==> src/bodlm_pkg.sv <==
// Shared types, constants and the dither threshold function for the
// bilinear ordered-dither layer mask. No dependencies.
`timescale 1ns / 1ps

package bodlm_pkg;

   localparam int MAX_LAYERS = 4;
   localparam int LAYERS_DEF = 4;
   localparam int DITHER_DIM = 16;
   localparam int DIM_BITS   = $clog2(DITHER_DIM);

   localparam logic [7:0] GRID_SIZE_RESET = 8'd10;

   // Bilinear numerator over 17: up to 15 * 255^2, and the scaled compare terms.
   localparam int NSUM_W = 20;
   localparam int CMP_W  = 26;

   localparam logic [3:0] MAGIC4 [4][4] = '{
      '{4'd0,  4'd14, 4'd3,  4'd13},
      '{4'd11, 4'd5,  4'd8,  4'd6},
      '{4'd12, 4'd2,  4'd15, 4'd1},
      '{4'd7,  4'd9,  4'd4,  4'd10}
   };

   typedef struct packed {
      logic [7:0]  grid_x;
      logic [7:0]  grid_z;
      logic [3:0]  shift_x;
      logic [3:0]  shift_z;
      logic [15:0] layer0_alpha;
      logic [15:0] layer1_alpha;
      logic [15:0] layer2_alpha;
      logic [15:0] layer3_alpha;
      logic [3:0]  layer_used;
   } req_payload_type;

   typedef struct packed {
      logic [3:0] selected_mask;
      logic [2:0] selected_count;
   } rsp_payload_type;

   // Bilinear corner weights: w00 = (s-x)(s-z), w10 = x(s-z), w01 = (s-x)z, w11 = xz.
   typedef struct packed {
      logic [15:0] w00;
      logic [15:0] w10;
      logic [15:0] w01;
      logic [15:0] w11;
   } weights_type;

   // Per-stage load enables of the pipeline.
   typedef struct packed {
      logic en1;
      logic en2;
      logic en3;
   } pipe_ctl_type;

   // Two-level expanded magic matrix, rescaled from 0..255 to 0..253 with rounding.
   function automatic logic [7:0] dither_threshold(input logic [DIM_BITS-1:0] col,
                                                   input logic [DIM_BITS-1:0] row);
      logic [7:0]  v;
      logic [14:0] t;
      v = {MAGIC4[col[1:0]][row[1:0]], 4'b0000} + 8'(MAGIC4[col[3:2]][row[3:2]]);
      t = 15'd64 + 15'd127 * 15'(v);
      return t[14:7];
   endfunction

endpackage

==> src/bodlm_prep.sv <==
// Shared front end: clamps the point, forms the bilinear weights, the dither
// threshold and the scaled threshold term. Depends on bodlm_pkg.
`timescale 1ns / 1ps

module bodlm_prep
   import bodlm_pkg::*;
(
   input  logic            clock,
   input  pipe_ctl_type    ctl,
   input  logic [7:0]      grid_size,
   input  req_payload_type req_data,
   output weights_type     weights,
   output logic [15:0]     s2_out,
   output logic [CMP_W-1:0] rhs_out,
   output logic [3:0]      used_out
);

   logic [7:0]  s_eff;
   logic [7:0]  s_max;
   logic [7:0]  x_c;
   logic [7:0]  z_c;
   logic [7:0]  ix;
   logic [7:0]  iz;
   logic [DIM_BITS-1:0] col;
   logic [DIM_BITS-1:0] row;

   weights_type      w_ff, w_in;
   logic [7:0]       thr_ff, thr_in;
   logic [15:0]      s2a_ff, s2a_in;
   logic [3:0]       used1_ff;
   logic [15:0]      s2b_ff;
   logic [CMP_W-1:0] rhs_ff, rhs_in;
   logic [3:0]       used2_ff;

   always_comb begin
      s_eff = (grid_size == 8'd0) ? 8'd1 : grid_size;
      s_max = s_eff - 8'd1;
      x_c   = (req_data.grid_x > s_max) ? s_max : req_data.grid_x;
      z_c   = (req_data.grid_z > s_max) ? s_max : req_data.grid_z;
      ix    = s_eff - x_c;
      iz    = s_eff - z_c;
      col   = x_c[DIM_BITS-1:0] + req_data.shift_x;
      row   = z_c[DIM_BITS-1:0] + req_data.shift_z;
      w_in.w00 = ix * iz;
      w_in.w10 = x_c * iz;
      w_in.w01 = ix * z_c;
      w_in.w11 = x_c * z_c;
      thr_in   = dither_threshold(col, row);
      s2a_in   = s_eff * s_eff;
      // c > T  <=>  34*nsum + s^2 >= 2*(T+1)*s^2
      rhs_in   = CMP_W'({(9'({1'b0, thr_ff}) + 9'd1) * 25'(s2a_ff), 1'b0});
   end

   always_ff @(posedge clock) begin
      if (ctl.en1) begin
         w_ff     <= w_in;
         thr_ff   <= thr_in;
         s2a_ff   <= s2a_in;
         used1_ff <= req_data.layer_used;
      end
      if (ctl.en2) begin
         s2b_ff   <= s2a_ff;
         rhs_ff   <= rhs_in;
         used2_ff <= used1_ff;
      end
   end

   assign weights  = w_ff;
   assign s2_out   = s2b_ff;
   assign rhs_out  = rhs_ff;
   assign used_out = used2_ff;

endmodule

==> src/bodlm_lane.sv <==
// One layer lane: weighted corner sum of the layer's four densities and the
// threshold compare. Depends on bodlm_pkg.
`timescale 1ns / 1ps

module bodlm_lane
   import bodlm_pkg::*;
(
   input  logic             clock,
   input  pipe_ctl_type     ctl,
   input  logic [15:0]      alpha,
   input  weights_type      weights,
   input  logic [15:0]      s2,
   input  logic [CMP_W-1:0] rhs,
   output logic             hit
);

   logic [15:0]       alpha_ff;
   logic [NSUM_W-1:0] nsum_ff, nsum_in;
   logic [CMP_W-1:0]  lhs;

   // The factor 17 of the densities is folded into the compare as 34 = 32 + 2.
   always_comb begin
      nsum_in = NSUM_W'(alpha_ff[3:0]   * weights.w00)
              + NSUM_W'(alpha_ff[7:4]   * weights.w10)
              + NSUM_W'(alpha_ff[11:8]  * weights.w01)
              + NSUM_W'(alpha_ff[15:12] * weights.w11);
      lhs = CMP_W'({nsum_ff, 5'b00000}) + CMP_W'({nsum_ff, 1'b0}) + CMP_W'(s2);
      hit = (lhs >= rhs);
   end

   always_ff @(posedge clock) begin
      if (ctl.en1) begin
         alpha_ff <= alpha;
      end
      if (ctl.en2) begin
         nsum_ff <= nsum_in;
      end
   end

endmodule

==> src/bodlm_merge.sv <==
// Merge stage: combines the lane hits with the used bits into the result
// mask and its population count, held in the output register. Depends on bodlm_pkg.
`timescale 1ns / 1ps

module bodlm_merge
   import bodlm_pkg::*;
(
   input  logic                  clock,
   input  pipe_ctl_type          ctl,
   input  logic [MAX_LAYERS-1:0] hit,
   input  logic [3:0]            used,
   output rsp_payload_type       rsp_data
);

   rsp_payload_type rsp_ff, rsp_in;

   always_comb begin
      rsp_in.selected_mask  = hit & used;
      rsp_in.selected_count = 3'd0;
      for (int k = 0; k < MAX_LAYERS; k++) begin
         rsp_in.selected_count = rsp_in.selected_count + 3'(rsp_in.selected_mask[k]);
      end
   end

   always_ff @(posedge clock) begin
      if (ctl.en3) begin
         rsp_ff <= rsp_in;
      end
   end

   assign rsp_data = rsp_ff;

endmodule

==> src/bilinear_ordered_dither_layer_mask.sv <==
// Top level of the bilinear ordered-dither layer mask: pipeline control,
// grid size register, front end, layer lanes and merge. Depends on bodlm_pkg.
//
//   channel   ports                            direction   payload
//   request   req_valid / req_ready / req_data in          req_payload_type
//   response  rsp_valid / rsp_ready / rsp_data out         rsp_payload_type
//   csr       csr_we / csr_wdata               in          grid_size, 8 bits
//
// Three register stages: a result passes the stage 1 and stage 2 registers and the
// output register before it reaches the response port, and one transaction is
// taken every cycle while the response side keeps up.
// Each stage advances when it is empty or the stage after it advances, so a
// stalled response only holds the stages that are full behind it.
// Reset empties the pipeline and sets grid_size to 10; there is no clearing pass.
`timescale 1ns / 1ps

module bilinear_ordered_dither_layer_mask
   import bodlm_pkg::*;
#(
   parameter int LAYERS = LAYERS_DEF
)
(
   input  logic            clock,
   input  logic            reset,
   input  logic            req_valid,
   output logic            req_ready,
   input  req_payload_type req_data,
   output logic            rsp_valid,
   input  logic            rsp_ready,
   output rsp_payload_type rsp_data,
   input  logic            csr_we,
   input  logic [7:0]      csr_wdata
);

   logic [7:0]       grid_size_ff, grid_size_in;
   logic             v1_ff, v1_in;
   logic             v2_ff, v2_in;
   logic             v3_ff, v3_in;
   pipe_ctl_type     ctl;
   weights_type      weights;
   logic [15:0]      s2;
   logic [CMP_W-1:0] rhs;
   logic [3:0]       used;
   logic [15:0]      alpha [MAX_LAYERS];
   logic [MAX_LAYERS-1:0] hit;

   always_comb begin
      ctl.en3 = !v3_ff || rsp_ready;
      ctl.en2 = !v2_ff || ctl.en3;
      ctl.en1 = !v1_ff || ctl.en2;
      v1_in = ctl.en1 ? req_valid : v1_ff;
      v2_in = ctl.en2 ? v1_ff : v2_ff;
      v3_in = ctl.en3 ? v2_ff : v3_ff;
      grid_size_in = csr_we ? csr_wdata : grid_size_ff;
   end

   always_ff @(posedge clock) begin
      if (reset) begin
         v1_ff        <= 1'b0;
         v2_ff        <= 1'b0;
         v3_ff        <= 1'b0;
         grid_size_ff <= GRID_SIZE_RESET;
      end else begin
         v1_ff        <= v1_in;
         v2_ff        <= v2_in;
         v3_ff        <= v3_in;
         grid_size_ff <= grid_size_in;
      end
   end

   assign req_ready = ctl.en1;
   assign rsp_valid = v3_ff;

   assign alpha[0] = req_data.layer0_alpha;
   assign alpha[1] = req_data.layer1_alpha;
   assign alpha[2] = req_data.layer2_alpha;
   assign alpha[3] = req_data.layer3_alpha;

   bodlm_prep u_prep (
      .clock     (clock),
      .ctl       (ctl),
      .grid_size (grid_size_ff),
      .req_data  (req_data),
      .weights   (weights),
      .s2_out    (s2),
      .rhs_out   (rhs),
      .used_out  (used)
   );

   for (genvar k = 0; k < MAX_LAYERS; k++) begin : g_lane
      if (k < LAYERS) begin : g_on
         bodlm_lane u_lane (
            .clock   (clock),
            .ctl     (ctl),
            .alpha   (alpha[k]),
            .weights (weights),
            .s2      (s2),
            .rhs     (rhs),
            .hit     (hit[k])
         );
      end else begin : g_off
         assign hit[k] = 1'b0;
      end
   end

   bodlm_merge u_merge (
      .clock    (clock),
      .ctl      (ctl),
      .hit      (hit),
      .used     (used),
      .rsp_data (rsp_data)
   );

endmodule

==> config.mk <==
export PLATFORM = sky130hd
export DESIGN_NAME = bilinear_ordered_dither_layer_mask
export DESIGN_NICKNAME = d
export VERILOG_FILES = /design/src/bodlm_pkg.sv /design/src/bodlm_prep.sv /design/src/bodlm_lane.sv /design/src/bodlm_merge.sv /design/src/bilinear_ordered_dither_layer_mask.sv
export SDC_FILE = /design/constraint.sdc
export NUM_CORES = 2
export LEC_CHECK = 0
export BUFFER_PORTS_ARGS = -buffer_cell sky130_fd_sc_hd__buf_2
export CORE_MARGIN = 5
export CORE_UTILIZATION = 55
export DETAILED_ROUTE_END_ITERATION = 6
export PLACE_DENSITY = 0.71
export SYNTH_ARGS = -nofsm -noshare
export SYNTH_HDL_FRONTEND = slang
export SYNTH_SLANG_ARGS = --single-unit
==> constraint.sdc <==
create_clock -name clock -period 30 [get_ports clock]
set_clock_uncertainty 0.1 [all_clocks]
set_input_delay 7.5 -clock clock [delete_from_list [all_inputs] [get_ports clock]]
set_output_delay 7.5 -clock clock [all_outputs]
set_load 0.01 [all_outputs]
# After elaboration in Yosys (flattened, before gate mapping)
# Index checks and enable logic that the tools add are counted.
[op_classes]
addsub = 31
mul = 23
div = 0
magnitude_cmp = 10
eq_ne = 0
n_shift = 0
mux = 15
n_bitwise = 5
n_reduce_logical = 7
[op_table]
columns = ["operator", "count"]
rows = [
  ["$mul A4 B16 Y20", 16],
  ["$add A20 B20 Y20", 12],
  ["$add A25 B21 Y26", 4],
  ["$add A26 B16 Y26", 4],
  ["$ge A26 B26 Y1", 4],
  ["$mul A8 B8 Y16", 5],
  ["$bmux W16 S2", 2],
  ["$mux W16", 4],
  ["$mul A25 B16 Y25", 1],
  ["$mux W8", 3],
  ["$bmux W4 S2", 2],
  ["$gt A8 B8 Y1", 2],
  ["$mux W4", 4],
  ["$sub A8 B8 Y8", 2],
  ["$add A7 B15 Y15 const A", 1],
  ["$mul A7 B8 Y15 const A", 1],
  ["$ge A3 B3 Y1 const B", 4],
  ["$not A2 Y3", 4],
  ["$add A8 B1 Y9 const B", 1],
  ["$add A4 B4 Y4", 2],
  ["$add A8 B4 Y8", 1],
  ["$logic_not A8 Y1", 1],
  ["$sub A8 B1 Y8 const B", 1],
  ["$add A3 B1 Y3", 2],
  ["other kinds (4)", 8],
]
[totals]
reg_bits = 299
latch_bits = 0
ram_bits = 0
mem_bits_ro = 0
in_bits = 105
output_inout_bits = 9
word_cells = 115
mem_count = 0

# Longest topological paths before layout
[logic_depth]
ltp_word = 16
depth_mapped = 48
mapped_depth_nobuf = 46

# Hierarchy
# From an unflattened synthesis, not the netlist that was laid out.
[unflattened]
hier_cells = 7001
hier_area_um2 = 65360.2
[by_module_without_submodules]
columns = ["mod", "instances", "cells_each", "area_each_um2", "seq_area_each_um2"]
rows = [
  ["bodlm_lane (g_lane[0].g_on.u_lane ...)", 2, 1198, 10938.0, 1081.0],
  ["bodlm_lane (g_lane[2].g_on.u_lane ...)", 2, 1168, 10829.1, 1081.0],
  ["bodlm_prep", 1, 2217, 21142.8, 4053.9],
  ["bilinear_ordered_dither_layer_mask", 1, 38, 402.9, 220.2],
  ["bodlm_merge", 1, 14, 280.3, 210.2],
]

# Least setup slack after synthesis
# OpenSTA, ideal clock, no wires.
[synth_timing]
path_type = "input to output"
from = "input port rsp_ready"
to = "output port req_ready"
arrival_time_ns = 11.051
required_ns = 22.400
setup_slack_ns = 11.349
stages = 3
path_buffers = 0
path_cell_list = "nor2b_1 -> and2_1 -> nand2_1"
[synth_between]
elab_chain_len = 3
[synth_lines]
columns = ["item", "line_no", "rtl"]
rows = [
  ["from (decl)", "bilinear_ordered_dither_layer_mask.sv:29", "input logic rsp_ready,"],
  ["$logic_or A1 B1 Y1", "bilinear_ordered_dither_layer_mask.sv:48", "ctl.en3 = !v3_ff || rsp_ready;"],
  ["$logic_or A1 B1 Y1", "bilinear_ordered_dither_layer_mask.sv:49", "ctl.en2 = !v2_ff || ctl.en3;"],
  ["$logic_or A1 B1 Y1", "bilinear_ordered_dither_layer_mask.sv:50", "ctl.en1 = !v1_ff || ctl.en2;"],
  ["to (decl)", "bilinear_ordered_dither_layer_mask.sv:26", "output logic req_ready,"],
]
# Every way passes these cells.

# Worst setup path in the final report
# Same ends and word-level chain as after synthesis.

==> impl_metrics.csv <==
group,metric,value,unit
clock_network,clock_latency,0.61,ns
worst_setup_path,crit_path_max_incr_delay,0.31,ns
worst_setup_path,crit_required,22.40,ns
global_route,grt_pass1_vias,48300,
clock_network,clk_path_buf_depth,3,
place,hpwlAfterDp,129,mm
yosys,avgSynthCellArea,9.62,um^2
routing,m1WireLength,62.0,mm
yosys,synthArstFlopShare,0,%
yosys,syn_area,61300,um^2
clock_network,cts.clk_slew.worst_paths,0.06,ns
flow_run,cap_violations,0,
global_route,globalRoute.totalOverflow,0,
layout,final_nets,8376,
routing,dr_wl_met2,77.3,mm
floorplanning,fp.dieArea,118000,um^2
layout,drive_gt1_share,4.12,%
routing,ant_nets,0,
yosys,yosysMostFrequentCell,"inv_1",
timing,rsz0062_at_grt,"false",
floorplanning,start_util,55.4,%
layout,syn2layout_area_growth,5.87,%
yosys,netlist_top_cells_count,"1252 x inv_1, 1190 x fa_1, 931 x nand2_1",
clock_network,cts_tree,"yes",
yosys,ys_ff_latch,297,
worst_setup_path,crit_chain,"buf_2 -> nor2b_1 -> and2_1 -> nand2_4 -> buf_2",
routing,avgRoutedWirePerCell,19.8,um
status,status,"finished clean",
routing,met3_length,10.9,mm
timing,max_freq,61.3,MHz
global_route,grt_pass1_wl,254,mm
yosys,synth_largest_area_cell,"fa_1",
worst_setup_path,path_max_fanout,20,
timing,max-slew-margin-rel,27.7,%
yosys,postSynthCellCount,6373,
routing,via_count,43900,
floorplanning,core,111000,um^2
routing,drt_pass1_iterations,5,
floorplanning,fp.dieH,344,um
clock_network,cts_buffers,40,
timing,tns,0,ns
yosys,yosysTopAreaCellShare,38.8,%
yosys,synth_edf_count,286,
clock_network,htreeDepth,2,
routing,vias_per_cell,5.54,
timing,maxSlewViolCount,0,
timing,worstMarginPinSlew,1.08,ns
yosys,synthDistinctLibCells,68,
place,port-buffer-count,113,
yosys,ys_seq_area_share,14.4,%
place,place_congestion,0.924,
min_path,min_path_type,"reg -> reg",
yosys,synth_warnings,0,
yosys,synth_ff_type,"edfxtp_1",
routing,wirelength,157,mm
timing,setup_viol,0,
floorplanning,die_w,344,um
routing,route.detailed.drc,0,
clock_network,cts_resized,0,
global_route,grt_max_degree,74,
routing,drt_iter0_drc,2699,
floorplanning,ios,114,
routing,top_layer,"met4",
global_route,antenna_found_initial,7,
clock_network,cts_setup_buffers,0,
clock_network,ctsHoldBuffers,0,
worst_setup_path,critPathLaunchType,"primary input",
floorplanning,row_count,122,
clock_network,clkSinkCount,297,
timing,fin_crit_sh,54.3,%
clock_network,cts_root_buf,"clkbuf_16",
global_route,track_usage,27.5,%
worst_setup_path,arrival,8.70,ns
yosys,synth.area.top_cells,"fa_1 39%, edfxtp_1 14%, ha_1 14%, inv_1 7.7%, nand2_1 5.7%",
timing,hold_viol_final,0,
worst_setup_path,slowest_stage,"and2_1",
worst_setup_path,path_class,"in -> out",
worst_setup_path,cp-end-kind,"primary output",
worst_setup_path,crit_path_frequent_cell,"buf_2",
timing,fin_crit,16.30,ns
==> routing by layer <==
layer  track usage [%]  vias up
li1                  -    19600
met1              34.9    22400
met2              47.5     1507
met3              4.27      373
met4              10.8        0
met5                 0        -
==> path summary, 6_finish.rpt <==
path / startpoint / end / slack (ns) / cells after the start
worst min register to register: u_prep.used1_ff[0] / u_prep.used_out[0] / 0.33 / 0
worst max register to register: grid_size_ff[6] / u_prep.weights[47] / 18.45 / 42
worst min-delay path: u_prep.used1_ff[0] / u_prep.used_out[0] / 0.33 / 0
worst max-delay path: rsp_ready / req_ready / 13.70 / 5
==> placed cells by master, fill, tap and decap left out, types with 12 or more instances in the layout <==
| cell type | Yosys | routed |
|---|---|---|
| a21o_1 | 62 | 62 |
| nand2b_1 | 59 | 59 |
| a21boi_0 | 23 | 23 |
| o21ai_0 | 119 | 119 |
| xnor2_1 | 202 | 202 |
| o21bai_1 | 55 | 55 |
| clkinv_1 | 5 | 13 |
| and2_1 | 367 | 367 |
| inv_1 | 1252 | 1251 |
| nor3_1 | 25 | 25 |
| nor2b_1 | 59 | 59 |
| nand4_1 | 16 | 16 |
| conb_1 | 2 | 13 |
| nand3_1 | 29 | 29 |
| ha_1 | 678 | 678 |
| xor2_1 | 71 | 71 |
| a21oi_1 | 177 | 177 |
| fa_1 | 1190 | 1190 |
| buf_4 | 0 | 66 |
| edfxtp_1 | 286 | 286 |
| nor2_1 | 342 | 342 |
| clkbuf_16 | 0 | 41 |
| a211oi_1 | 12 | 12 |
| and3_1 | 14 | 14 |
| buf_2 | 3 | 113 |
| nand2_1 | 931 | 930 |
| o21a_1 | 48 | 48 |
==> per-stage QoR <==
step / cells / setup slack, ns / cell area [um^2] / hold slack, ns / utilization, %
after detailed placement: 7849 / 13.52 / 63500 / 0.316 / 57.4
after floorplan: 6384 / 11.35 / 61400 / 0.300 / -
after global placement: 7849 / 13.68 / 63500 / 0.315 / 57.4
after global routing: 7923 / 13.47 / 64900 / 0.331 / 58.7
final: 7925 / 13.70 / 64900 / 0.326 / 58.7
after CTS: 7923 / 13.69 / 64900 / 0.328 / 58.7
==> sequential cells by signal (all words and copies together) (netlist names) <==
signal                       count
u_prep.weights                  64
g_lane.g_on.u_lane.alpha_ff     64
u_prep.rhs_out                  25
v2_ff                            1
g_lane.g_on.u_lane.nsum_ff      80
rsp_valid                        1
v1_ff                            1
u_prep.used_out                  4
u_prep.used1_ff                  4
grid_size_ff                     8
u_prep.thr_ff                    8
u_prep.s2a_ff                   15
u_merge.rsp_data                 7
u_prep.s2_out                   15
==> final cells by class <==
cell class,count,area [um^2]
multi-input combinational,4625,47100
antenna,2,5.00
timing repair buffer,179,1060
tap,1488,1860
fill,9434,45700
inverter,1260,4730
clock buffer,48,1050
sequential,297,8810
clock inverter,26,324
==> worst max-delay path: cells and delay by family <==
kind,cells,cell delay (ns)
simple gates,3,0.78
buf+inv,2,0.37
==> logic make-up after synthesis <==
| family | count (synthesis) | share of synthesized area [%] |
|---|---|---|
| AND/OR/NAND/NOR | 1890 | 14.1 |
| adder cells (fa/ha/maj) | 1870 | 52.7 |
| buffers and inverters | 1462 | 8.95 |
| AO/OA/AOI/OAI | 567 | 5.81 |
| flip-flops | 297 | 14.4 |
| XOR/XNOR | 273 | 3.90 |
| multiplexers | 12 | 0.198 |
| other | 2 | 0.0122 |
Power is left out: the tool's default activity adds up to more than one toggle a clock period on the data nets, which glitch-free logic cannot reach.
